==> src/sv/sti_pkg.sv <==
`timescale 1ns / 1ps
// ----------------------------------------------------------------------------
// Sorted table package
// Shared codes and the command and status structures that pass between the
// sorted table controller and its datapath.
// ----------------------------------------------------------------------------
package sti_pkg;

	localparam int unsigned FUNC_W     = 2;
	localparam int unsigned VALUE_IN_W = 16;
	localparam int unsigned INDEX_W    = 6;
	localparam int unsigned COUNT_OUT_W = 7;
	localparam int unsigned CAP_W      = 7;

	localparam logic [CAP_W-1:0] CAP_RESET = 7'd64;

	localparam logic [FUNC_W-1:0] FN_INSERT = 2'd0;
	localparam logic [FUNC_W-1:0] FN_REMOVE = 2'd1;
	localparam logic [FUNC_W-1:0] FN_READ   = 2'd2;

	typedef enum logic [1:0] {
		ST_OK       = 2'd0,
		ST_FULL     = 2'd1,
		ST_NOTFOUND = 2'd2,
		ST_BADINDEX = 2'd3
	} status_t;

	typedef struct packed {
		logic    latch;
		logic    ins_begin;
		logic    ins_shift;
		logic    ins_above;
		logic    ins_zero;
		logic    rem_begin;
		logic    rem_step;
		logic    rd_begin;
		logic    sel_rdata;
		logic    finish;
		status_t status;
	} cmd_t;

	typedef struct packed {
		logic is_ins;
		logic is_rem;
		logic is_rd;
		logic empty;
		logic full;
		logic idx_bad;
		logic gt;
		logic ptr_zero;
		logic ptr_last;
		logic none_removed;
	} flags_t;

endpackage

==> src/sv/sorted_table_insert_remove.sv <==
`timescale 1ns / 1ps
// ----------------------------------------------------------------------------
// Sorted table with insert, remove and read
// Keeps up to DEPTH unsigned values in ascending order at the front of a
// single-port-write memory, with a capacity register.
// ----------------------------------------------------------------------------
// A transaction is taken when start is high and busy is low; its result is
// shown for exactly one cycle with done high and cannot be held off, so the
// receiver must take it then. One transaction is worked on at a time, set by
// the single memory read port that the scan walks one entry per cycle. A new
// start may be given in the cycle that done is shown.
module sorted_table_insert_remove #(
	parameter int unsigned DEPTH       = 64,
	parameter int unsigned VALUE_WIDTH = 16
) (
	input  logic                                 clk,
	input  logic                                 arst_n,
	input  logic                                 start,
	output logic                                 busy,
	input  logic [sti_pkg::FUNC_W-1:0]           func,
	input  logic [sti_pkg::VALUE_IN_W-1:0]       value,
	input  logic [sti_pkg::INDEX_W-1:0]          index,
	output logic                                 done,
	output logic [1:0]                           status,
	output logic [sti_pkg::VALUE_IN_W-1:0]       read_value,
	output logic [sti_pkg::COUNT_OUT_W-1:0]      entry_count,
	output logic [sti_pkg::COUNT_OUT_W-1:0]      removed_count,
	input  logic                                 cfg_wr_en,
	input  logic [sti_pkg::CAP_W-1:0]            cfg_wr_data
);
	import sti_pkg::*;

	cmd_t   cmd;
	flags_t flags;

	sti_ctrl u_ctrl (
		.clk    (clk),
		.arst_n (arst_n),
		.start  (start),
		.flags  (flags),
		.cmd    (cmd),
		.busy   (busy)
	);

	sti_dpath #(
		.DEPTH       (DEPTH),
		.VALUE_WIDTH (VALUE_WIDTH)
	) u_dpath (
		.clk           (clk),
		.arst_n        (arst_n),
		.func          (func),
		.value         (value),
		.index         (index),
		.cfg_wr_en     (cfg_wr_en),
		.cfg_wr_data   (cfg_wr_data),
		.cmd           (cmd),
		.flags         (flags),
		.done          (done),
		.status        (status),
		.read_value    (read_value),
		.entry_count   (entry_count),
		.removed_count (removed_count)
	);

endmodule

==> src/sv/sti_dpath.sv <==
`timescale 1ns / 1ps
// ----------------------------------------------------------------------------
// Sorted table datapath
// Table memory with one write and one registered read port, the entry count,
// the capacity register, the scan pointers and the result registers.
// ----------------------------------------------------------------------------
module sti_dpath #(
	parameter int unsigned DEPTH       = 64,
	parameter int unsigned VALUE_WIDTH = 16
) (
	input  logic                                 clk,
	input  logic                                 arst_n,
	input  logic [sti_pkg::FUNC_W-1:0]           func,
	input  logic [sti_pkg::VALUE_IN_W-1:0]       value,
	input  logic [sti_pkg::INDEX_W-1:0]          index,
	input  logic                                 cfg_wr_en,
	input  logic [sti_pkg::CAP_W-1:0]            cfg_wr_data,
	input  sti_pkg::cmd_t                        cmd,
	output sti_pkg::flags_t                      flags,
	output logic                                 done,
	output logic [1:0]                           status,
	output logic [sti_pkg::VALUE_IN_W-1:0]       read_value,
	output logic [sti_pkg::COUNT_OUT_W-1:0]      entry_count,
	output logic [sti_pkg::COUNT_OUT_W-1:0]      removed_count
);
	import sti_pkg::*;

	localparam int unsigned AW = (DEPTH > 1) ? $clog2(DEPTH) : 1;
	localparam int unsigned CW = $clog2(DEPTH + 1);
	localparam int unsigned EW = (CW > CAP_W) ? CW : CAP_W;
	localparam int unsigned IW = (CW > INDEX_W) ? CW : INDEX_W;

	logic [VALUE_WIDTH-1:0] mem [DEPTH];
	logic [VALUE_WIDTH-1:0] rdata_q;
	logic [VALUE_WIDTH-1:0] val_q;
	logic [FUNC_W-1:0]      func_q;
	logic [INDEX_W-1:0]     idx_q;
	logic [AW-1:0]          ptr_q;
	logic [CW-1:0]          wr_q;
	logic [CW-1:0]          count_q;
	logic [CAP_W-1:0]       cap_q;
	logic                   done_q;
	status_t                status_q;
	logic [VALUE_IN_W-1:0]  read_value_q;
	logic [COUNT_OUT_W-1:0] entry_count_q;
	logic [COUNT_OUT_W-1:0] removed_q;

	logic                   we;
	logic [AW-1:0]          waddr;
	logic [VALUE_WIDTH-1:0] wdata;
	logic                   re;
	logic [AW-1:0]          raddr;
	logic [AW-1:0]          ptr_next;
	logic                   keep;
	logic [CW-1:0]          rem_count;
	logic [CW-1:0]          count_m1;
	logic [CW-1:0]          count_next;

	assign keep      = (rdata_q != val_q);
	assign rem_count = wr_q + CW'(keep);
	assign count_m1  = count_q - CW'(1);

	always_comb begin
		we       = 1'b0;
		waddr    = '0;
		wdata    = rdata_q;
		re       = 1'b0;
		raddr    = '0;
		ptr_next = ptr_q;
		if (cmd.ins_begin) begin
			re       = 1'b1;
			raddr    = AW'(count_m1);
			ptr_next = AW'(count_m1);
		end
		if (cmd.ins_shift) begin
			we       = 1'b1;
			waddr    = ptr_q + AW'(1);
			wdata    = rdata_q;
			re       = 1'b1;
			raddr    = ptr_q - AW'(1);
			ptr_next = ptr_q - AW'(1);
		end
		if (cmd.ins_above) begin
			we    = 1'b1;
			waddr = ptr_q + AW'(1);
			wdata = val_q;
		end
		if (cmd.ins_zero) begin
			we    = 1'b1;
			waddr = '0;
			wdata = val_q;
		end
		if (cmd.rem_begin) begin
			re       = 1'b1;
			raddr    = '0;
			ptr_next = '0;
		end
		if (cmd.rem_step) begin
			we       = keep;
			waddr    = AW'(wr_q);
			wdata    = rdata_q;
			re       = 1'b1;
			raddr    = ptr_q + AW'(1);
			ptr_next = ptr_q + AW'(1);
		end
		if (cmd.rd_begin) begin
			re    = 1'b1;
			raddr = AW'(idx_q);
		end
	end

	always_comb begin
		count_next = count_q;
		if (cmd.ins_above || cmd.ins_zero) begin
			count_next = count_q + CW'(1);
		end else if (cmd.rem_step && cmd.finish) begin
			count_next = rem_count;
		end
	end

	always_ff @(posedge clk) begin
		if (we) begin
			mem[waddr] <= wdata;
		end
		if (re) begin
			rdata_q <= mem[raddr];
		end
	end

	always_ff @(posedge clk) begin
		ptr_q <= ptr_next;
		if (cmd.latch) begin
			func_q <= func;
			val_q  <= VALUE_WIDTH'(value);
			idx_q  <= index;
		end
		if (cmd.rem_begin) begin
			wr_q <= '0;
		end else if (cmd.rem_step) begin
			wr_q <= rem_count;
		end
		if (cmd.finish) begin
			status_q      <= cmd.status;
			read_value_q  <= cmd.sel_rdata ? VALUE_IN_W'(rdata_q) : '0;
			entry_count_q <= COUNT_OUT_W'(count_next);
			removed_q     <= cmd.rem_step ? COUNT_OUT_W'(count_q - rem_count) : '0;
		end
	end

	always_ff @(posedge clk or negedge arst_n) begin
		if (!arst_n) begin
			count_q <= '0;
			cap_q   <= CAP_RESET;
			done_q  <= 1'b0;
		end else begin
			count_q <= count_next;
			done_q  <= cmd.finish;
			if (cfg_wr_en) begin
				cap_q <= cfg_wr_data;
			end
		end
	end

	assign flags.is_ins       = (func_q == FN_INSERT);
	assign flags.is_rem       = (func_q == FN_REMOVE);
	assign flags.is_rd        = (func_q == FN_READ);
	assign flags.empty        = (count_q == '0);
	assign flags.full         = (EW'(count_q) >= EW'(cap_q)) || (count_q == CW'(DEPTH));
	assign flags.idx_bad      = (IW'(idx_q) >= IW'(count_q));
	assign flags.gt           = (rdata_q > val_q);
	assign flags.ptr_zero     = (ptr_q == '0);
	assign flags.ptr_last     = (ptr_q == AW'(count_m1));
	assign flags.none_removed = (rem_count == count_q);

	assign done          = done_q;
	assign status        = status_q;
	assign read_value    = read_value_q;
	assign entry_count   = entry_count_q;
	assign removed_count = removed_q;

endmodule

==> src/sv/sti_ctrl.sv <==
`timescale 1ns / 1ps
// ----------------------------------------------------------------------------
// Sorted table controller
// State machine that sequences insert shifts, remove compaction and reads
// over the table datapath.
// ----------------------------------------------------------------------------
module sti_ctrl (
	input  logic            clk,
	input  logic            arst_n,
	input  logic            start,
	input  sti_pkg::flags_t flags,
	output sti_pkg::cmd_t   cmd,
	output logic            busy
);
	import sti_pkg::*;

	typedef enum logic [5:0] {
		S_IDLE     = 6'b000001,
		S_DISPATCH = 6'b000010,
		S_INS      = 6'b000100,
		S_INS_ZERO = 6'b001000,
		S_REM      = 6'b010000,
		S_RD       = 6'b100000
	} state_t;

	state_t state_q;
	state_t state_next;

	always_comb begin
		cmd        = '0;
		cmd.status = ST_OK;
		state_next = state_q;
		case (state_q)
			S_IDLE: begin
				if (start) begin
					cmd.latch  = 1'b1;
					state_next = S_DISPATCH;
				end
			end
			S_DISPATCH: begin
				state_next = S_IDLE;
				if (flags.is_ins) begin
					if (flags.full) begin
						cmd.finish = 1'b1;
						cmd.status = ST_FULL;
					end else if (flags.empty) begin
						cmd.ins_zero = 1'b1;
						cmd.finish   = 1'b1;
					end else begin
						cmd.ins_begin = 1'b1;
						state_next    = S_INS;
					end
				end else if (flags.is_rem) begin
					if (flags.empty) begin
						cmd.finish = 1'b1;
						cmd.status = ST_NOTFOUND;
					end else begin
						cmd.rem_begin = 1'b1;
						state_next    = S_REM;
					end
				end else if (flags.is_rd) begin
					if (flags.idx_bad) begin
						cmd.finish = 1'b1;
						cmd.status = ST_BADINDEX;
					end else begin
						cmd.rd_begin = 1'b1;
						state_next   = S_RD;
					end
				end else begin
					cmd.finish = 1'b1;
				end
			end
			S_INS: begin
				if (flags.gt) begin
					cmd.ins_shift = 1'b1;
					if (flags.ptr_zero) begin
						state_next = S_INS_ZERO;
					end
				end else begin
					cmd.ins_above = 1'b1;
					cmd.finish    = 1'b1;
					state_next    = S_IDLE;
				end
			end
			S_INS_ZERO: begin
				cmd.ins_zero = 1'b1;
				cmd.finish   = 1'b1;
				state_next   = S_IDLE;
			end
			S_REM: begin
				cmd.rem_step = 1'b1;
				if (flags.ptr_last) begin
					cmd.finish = 1'b1;
					cmd.status = flags.none_removed ? ST_NOTFOUND : ST_OK;
					state_next = S_IDLE;
				end
			end
			S_RD: begin
				cmd.sel_rdata = 1'b1;
				cmd.finish    = 1'b1;
				state_next    = S_IDLE;
			end
			default: begin
				state_next = S_IDLE;
			end
		endcase
	end

	always_ff @(posedge clk or negedge arst_n) begin
		if (!arst_n) begin
			state_q <= S_IDLE;
		end else begin
			state_q <= state_next;
		end
	end

	assign busy = (state_q != S_IDLE);

endmodule

==> config.mk <==
export PLATFORM = sky130hd
export DESIGN_NAME = sorted_table_insert_remove
export DESIGN_NICKNAME = d
export VERILOG_FILES = /design/src/sv/sti_pkg.sv /design/src/sv/sorted_table_insert_remove.sv /design/src/sv/sti_dpath.sv /design/src/sv/sti_ctrl.sv
export SDC_FILE = /design/constraint.sdc
export NUM_CORES = 2
export LEC_CHECK = 0
export BUFFER_PORTS_ARGS = -buffer_cell sky130_fd_sc_hd__clkbuf_2
export CAP_MARGIN = 20
export CORE_MARGIN = 2
export CORE_UTILIZATION = 50
export DETAILED_ROUTE_END_ITERATION = 10
export PLACE_DENSITY = 0.64
export SLEW_MARGIN = 10
export SYNTH_ARGS = -nofsm -noshare
export SYNTH_HDL_FRONTEND = slang
export SYNTH_SLANG_ARGS = --single-unit
==> constraint.sdc <==
create_clock -name clk -period 8.3 [get_ports clk]
set_input_delay 0.415 -clock clk [delete_from_list [all_inputs] [get_ports clk]]
set_output_delay 0.415 -clock clk [all_outputs]
set_load 0.01 [all_outputs]
==> summary by stage <==
Pwr
The static leakage is 17.7 nW. The switching power of the nets is 3.52 mW. Dividing total power by cell area gives a power density of 257 mW/mm². Sequential cells account for 49.3% of the total power.

Net switching is 26.1% of the power. The share of power burned in the clock network is 36.8%. The internal portion of total power is 9.95 mW. IR analysis of the VDD net gives a maximum drop of 0.179 mV. Combinational logic is responsible for 13.9% of the overall power.

Global routing
The maximum number of pins on one net before global-route repair is 136. The number of antenna violations at the first check in global routing is 2. In this run the most used layer during global routing was met2. The global routing met3 resource utilization is 4.60%. The total global routing track utilization is 26.3%. The total overflow reported by the global router is 0. The first global-routing pass estimated 185 mm of wire. In the global route stage, met1 resource usage came out at 37.3%. The number of global-route vias before repair is 28,300. Global routing consumed, on the met2 layer, 40.1% of the routing resources.

Final layout
The top cell types in the final layout, fill and taps aside, are sky130_fd_sc_hd__edfxtp_1, sky130_fd_sc_hd__nand2_1, sky130_fd_sc_hd__nand3_1. Leaving out fill and tap cells, the most frequent cell in the layout is sky130_fd_sc_hd__edfxtp_1. The layout overhead on the synthesized area is 13.1%.

The share of cells above drive strength 1 is 11.2%. The number of antenna diodes in the final layout is 0. The number of nets in the layout is 3,693. The post-route cell area is 0.0525 mm².

Synthesis
Summed over all instances, the cell type with the most area after synthesis is sky130_fd_sc_hd__edfxtp_1. The top cell type by area accounts for 71.3% of the synthesized area. Counting every instance in the synthesized netlist gives 3,491. The portion of the post-synthesis area used by sequential elements is 72.7%. The synthesis-stage register bit count is 1,130. The mapped netlist covers 0.0464 mm². The fraction of registers with async set or reset after synthesis is 1.86%. Yosys printed 0 warnings. The number of enable-type register cells in the synthesized netlist is 1,102. The average instance in the mapped netlist occupies 13.3 µm².

By area the synthesized netlist is led by sky130_fd_sc_hd__edfxtp_1, sky130_fd_sc_hd__nand2_1, sky130_fd_sc_hd__nand3_1. The most used flip-flop cell after synthesis is sky130_fd_sc_hd__edfxtp_1. The number of nets handed over by synthesis was 3,569.

The unique cell type count in the Yosys netlist is 79.

Routing
The count of nets left with antenna violations once routing finished came out at 0. The detail-routed via count per cell is 5.94. The violation count after the first detailed-route iteration is 3,611.

The average wire per cell in the routed design is 25.3 µm. The count of unresolved DRC violations after routing is 0. For this block, the via count after detailed routing is 29,400. The total wirelength of the detailed-routed design is 125 mm.

The first-pass iteration count of the detailed router is 6.

Timing
The smallest clock period supported by the final layout is computed as 5.97 ns. The number of setup violations in the final report is 0. The number of pins exceeding their max-slew limit in the final report came to 0. Timing would allow up to 167 MHz. In the final timing run, aggregate negative setup slack is 0 ns. Setup repair after global routing left no endpoint under its margin. The tightest slew margin relative to the limit is 32.9%. The worst-margin pin slew is 1.00 ns. On the final layout, the worst clock skew is 0.0219 ns.

The share of the clock period used by the worst path is 71.9%. The final-report hold violation count is 0.

Critical path
The class of the most critical setup path is flip-flop to flip-flop. Walking the worst path, the cells encountered are ha_1 > nand4_1 > or3_1 > nor2_1 > inv_1 > nand2_1 > o31ai_2 > nor2_4 > buf_4 > buf_12 > a21oi_1 > a221oi_1 > o32ai_1 > o31ai_1. The delay of the slowest critical-path stage is 0.71 ns.

At the worst endpoint, the required time is 8.69 ns. The reg2reg setup slack is 2.33 ns. The largest individual stage delay along the critical path comes from the cell sky130_fd_sc_hd__o31ai_1. The endpoint type of the worst setup path is a flip-flop.

STA classifies the critical path startpoint as a flip-flop. The top fanout value on the critical path is 116. The arrival time at the worst endpoint is 6.36 ns.

Clock network
The later pin in the worst-skew pair is clocked with a latency of 0.70 ns. The setup fix buffers added after clock tree synthesis is 0. The hold buffer count at CTS is 33. TritonCTS built the clock tree. The number of sinks driven by the clock tree is 1,130.

Clock-pin slew was measured on the worst setup and hold paths at 0.06 ns. The clock root buffer is sky130_fd_sc_hd__clkbuf_16. The total clock buffers created by CTS is 111. The maximum root-to-sink buffer count is 3. The depth of the CTS H-tree is 3. In this run, post-CTS repair resized a total of 0 instances.

Status
The flow ran to the end, and the final reports show no timing, DRC or antenna violations.

Min path
The classification of the worst-slack hold path is input port to flip-flop.

Floorplanning
The floorplan step defined a die boundary enclosing 0.0953 mm². The die is 309 µm tall. The initialized floorplan defines 111 standard-cell rows. The starting density of the core is 50.6%. After floorplanning, the core was sized to cover 0.0918 mm². The number of top-level pins is 69. The overall die width is 309 µm.

Run
The count of maximum capacitance violations is 0.

Placed design
The placer's final routability congestion estimate is 0.908. In this run the tool buffered the top-level ports with 68 buffer cells. In this run the cell area measured after placement is 0.0485 mm².

Detailed placement ended at an HPWL of 70.4 mm.
## layout make-up
type	count	area [µm²]
fillers	7215	39300
clock buffers	137	2900
inverters	43	161
multi-input cells	2111	11800
repair buffers	218	1660
clock inverters	70	682
flip-flops and latches	1130	33800
well taps	1243	1560
## routing by layer
metal,share of wire (%),routed length [µm],up-vias
li1,-,-,13200
met1,42,52200,14700
met2,45,56800,1338
met3,8.7,10900,206
met4,4.2,5300,0
met5,0,0,-
## synth_stat cells, drive strengths merged, types with 4 or more instances
cell type and n:
o21ai 88, nor3 30, a211oi 19, o211ai 4, mux2i 67, or3 18, xor2 17, nand3 364
a21oi 63, mux4 15, nor2 131, buf 112, and2 21, nand4 13, ha 42, o21a 4
inv 43, a221oi 12, nor4 5, dfxtp 7, a2111oi 4, nand3b 4, a31oi 75, o2111ai 13
and4b 11, nand2 876, a311oi 6, dfrtp 19, and3 31, edfxtp 1102, o31a 14, nand2b 11
a21o 10, clkbuf 95, xnor2 16, nor2b 5, o31ai 11, a32oi 63
## stage by stage
step | setup WS [ns] | cells | hold WS, ns | utilization, % | power (mW)
2_1_floorplan | 2.63 | 3491 | 0.119 | - | 7.93
3_3_place_gp | 2.57 | 4709 | 0.435 | 52.9 | 8.57
3_5_place_dp | 2.45 | 4709 | 0.437 | 52.9 | 8.59
4_1_cts | 2.44 | 4949 | 0.0431 | 57.1 | 13.5
5_1_grt | 2.14 | 4952 | 0.0813 | 57.2 | 13.9
6_report | 2.33 | 4952 | 0.0875 | 57.2 | 13.5
## worst max-delay path, delay by kind of cell (launching register included)
family | cells | cell delay (ns)
fa+ha+maj | 1 | 0.34
buf+inv | 3 | 1.31
simple gates | 5 | 1.52
flops | 1 | 0.53
compound gates | 5 | 1.83
## flip-flops by register name, summed over array words and instances, names as in the netlist, 2 cells and up
name,count
u_dpath.val_q,16
u_dpath.removed_count,7
u_dpath.rdata_q,16
u_dpath.read_value,16
u_dpath.func_q,2
u_dpath.wr_q,7
u_dpath.status,2
u_dpath.count_q,7
u_dpath.mem,1024
u_dpath.idx_q,6
u_ctrl.state_q,6
u_dpath.cap_q,7
u_dpath.entry_count,7
u_dpath.ptr_q,6
## worst paths after layout
| path | endpoint | from | depth (start not counted) |
|---|---|---|---|
| min reg2reg | u_dpath.wr_q[0] | u_dpath.wr_q[0] | 2 |
| max | u_dpath.rdata_q[10] | u_dpath.rdata_q[12] | 14 |
| max in group asynchronous | u_dpath.cap_q[4] | arst_n | 2 |
| min | u_dpath.cap_q[6] | cfg_wr_en | 2 |
| max reg2reg | u_dpath.rdata_q[10] | u_dpath.rdata_q[12] | 14 |
| min in group asynchronous | u_dpath.count_q[1] | arst_n | 2 |
## power by group through the flow
stage	logic (mW)	registers, mW	clock network, mW
finish	1.87	6.64	4.96
global route	2.04	6.65	5.23
CTS	1.86	6.64	5.02
detailed placement	1.83	6.76	0
global placement	1.81	6.75	0
floorplan	1.17	6.76	0
## cell families (layout without fill, tap and decap cells)
kind of cell             count (synthesis)  after routing  share of synthesized area (%)
flip-flops                            1130           1130                           72.7
XOR/XNOR                                33             33                          0.622
AO/OA/AOI/OAI                          416            416                           6.37
adder cells (fa/ha/maj)                 43             43                           1.17
AND/OR/NAND/NOR                       1534           1534                           14.4
multiplexers                            85             85                           2.24
buffers and inverters                  250            468                           2.52
(Power assumes the default switching activity.)
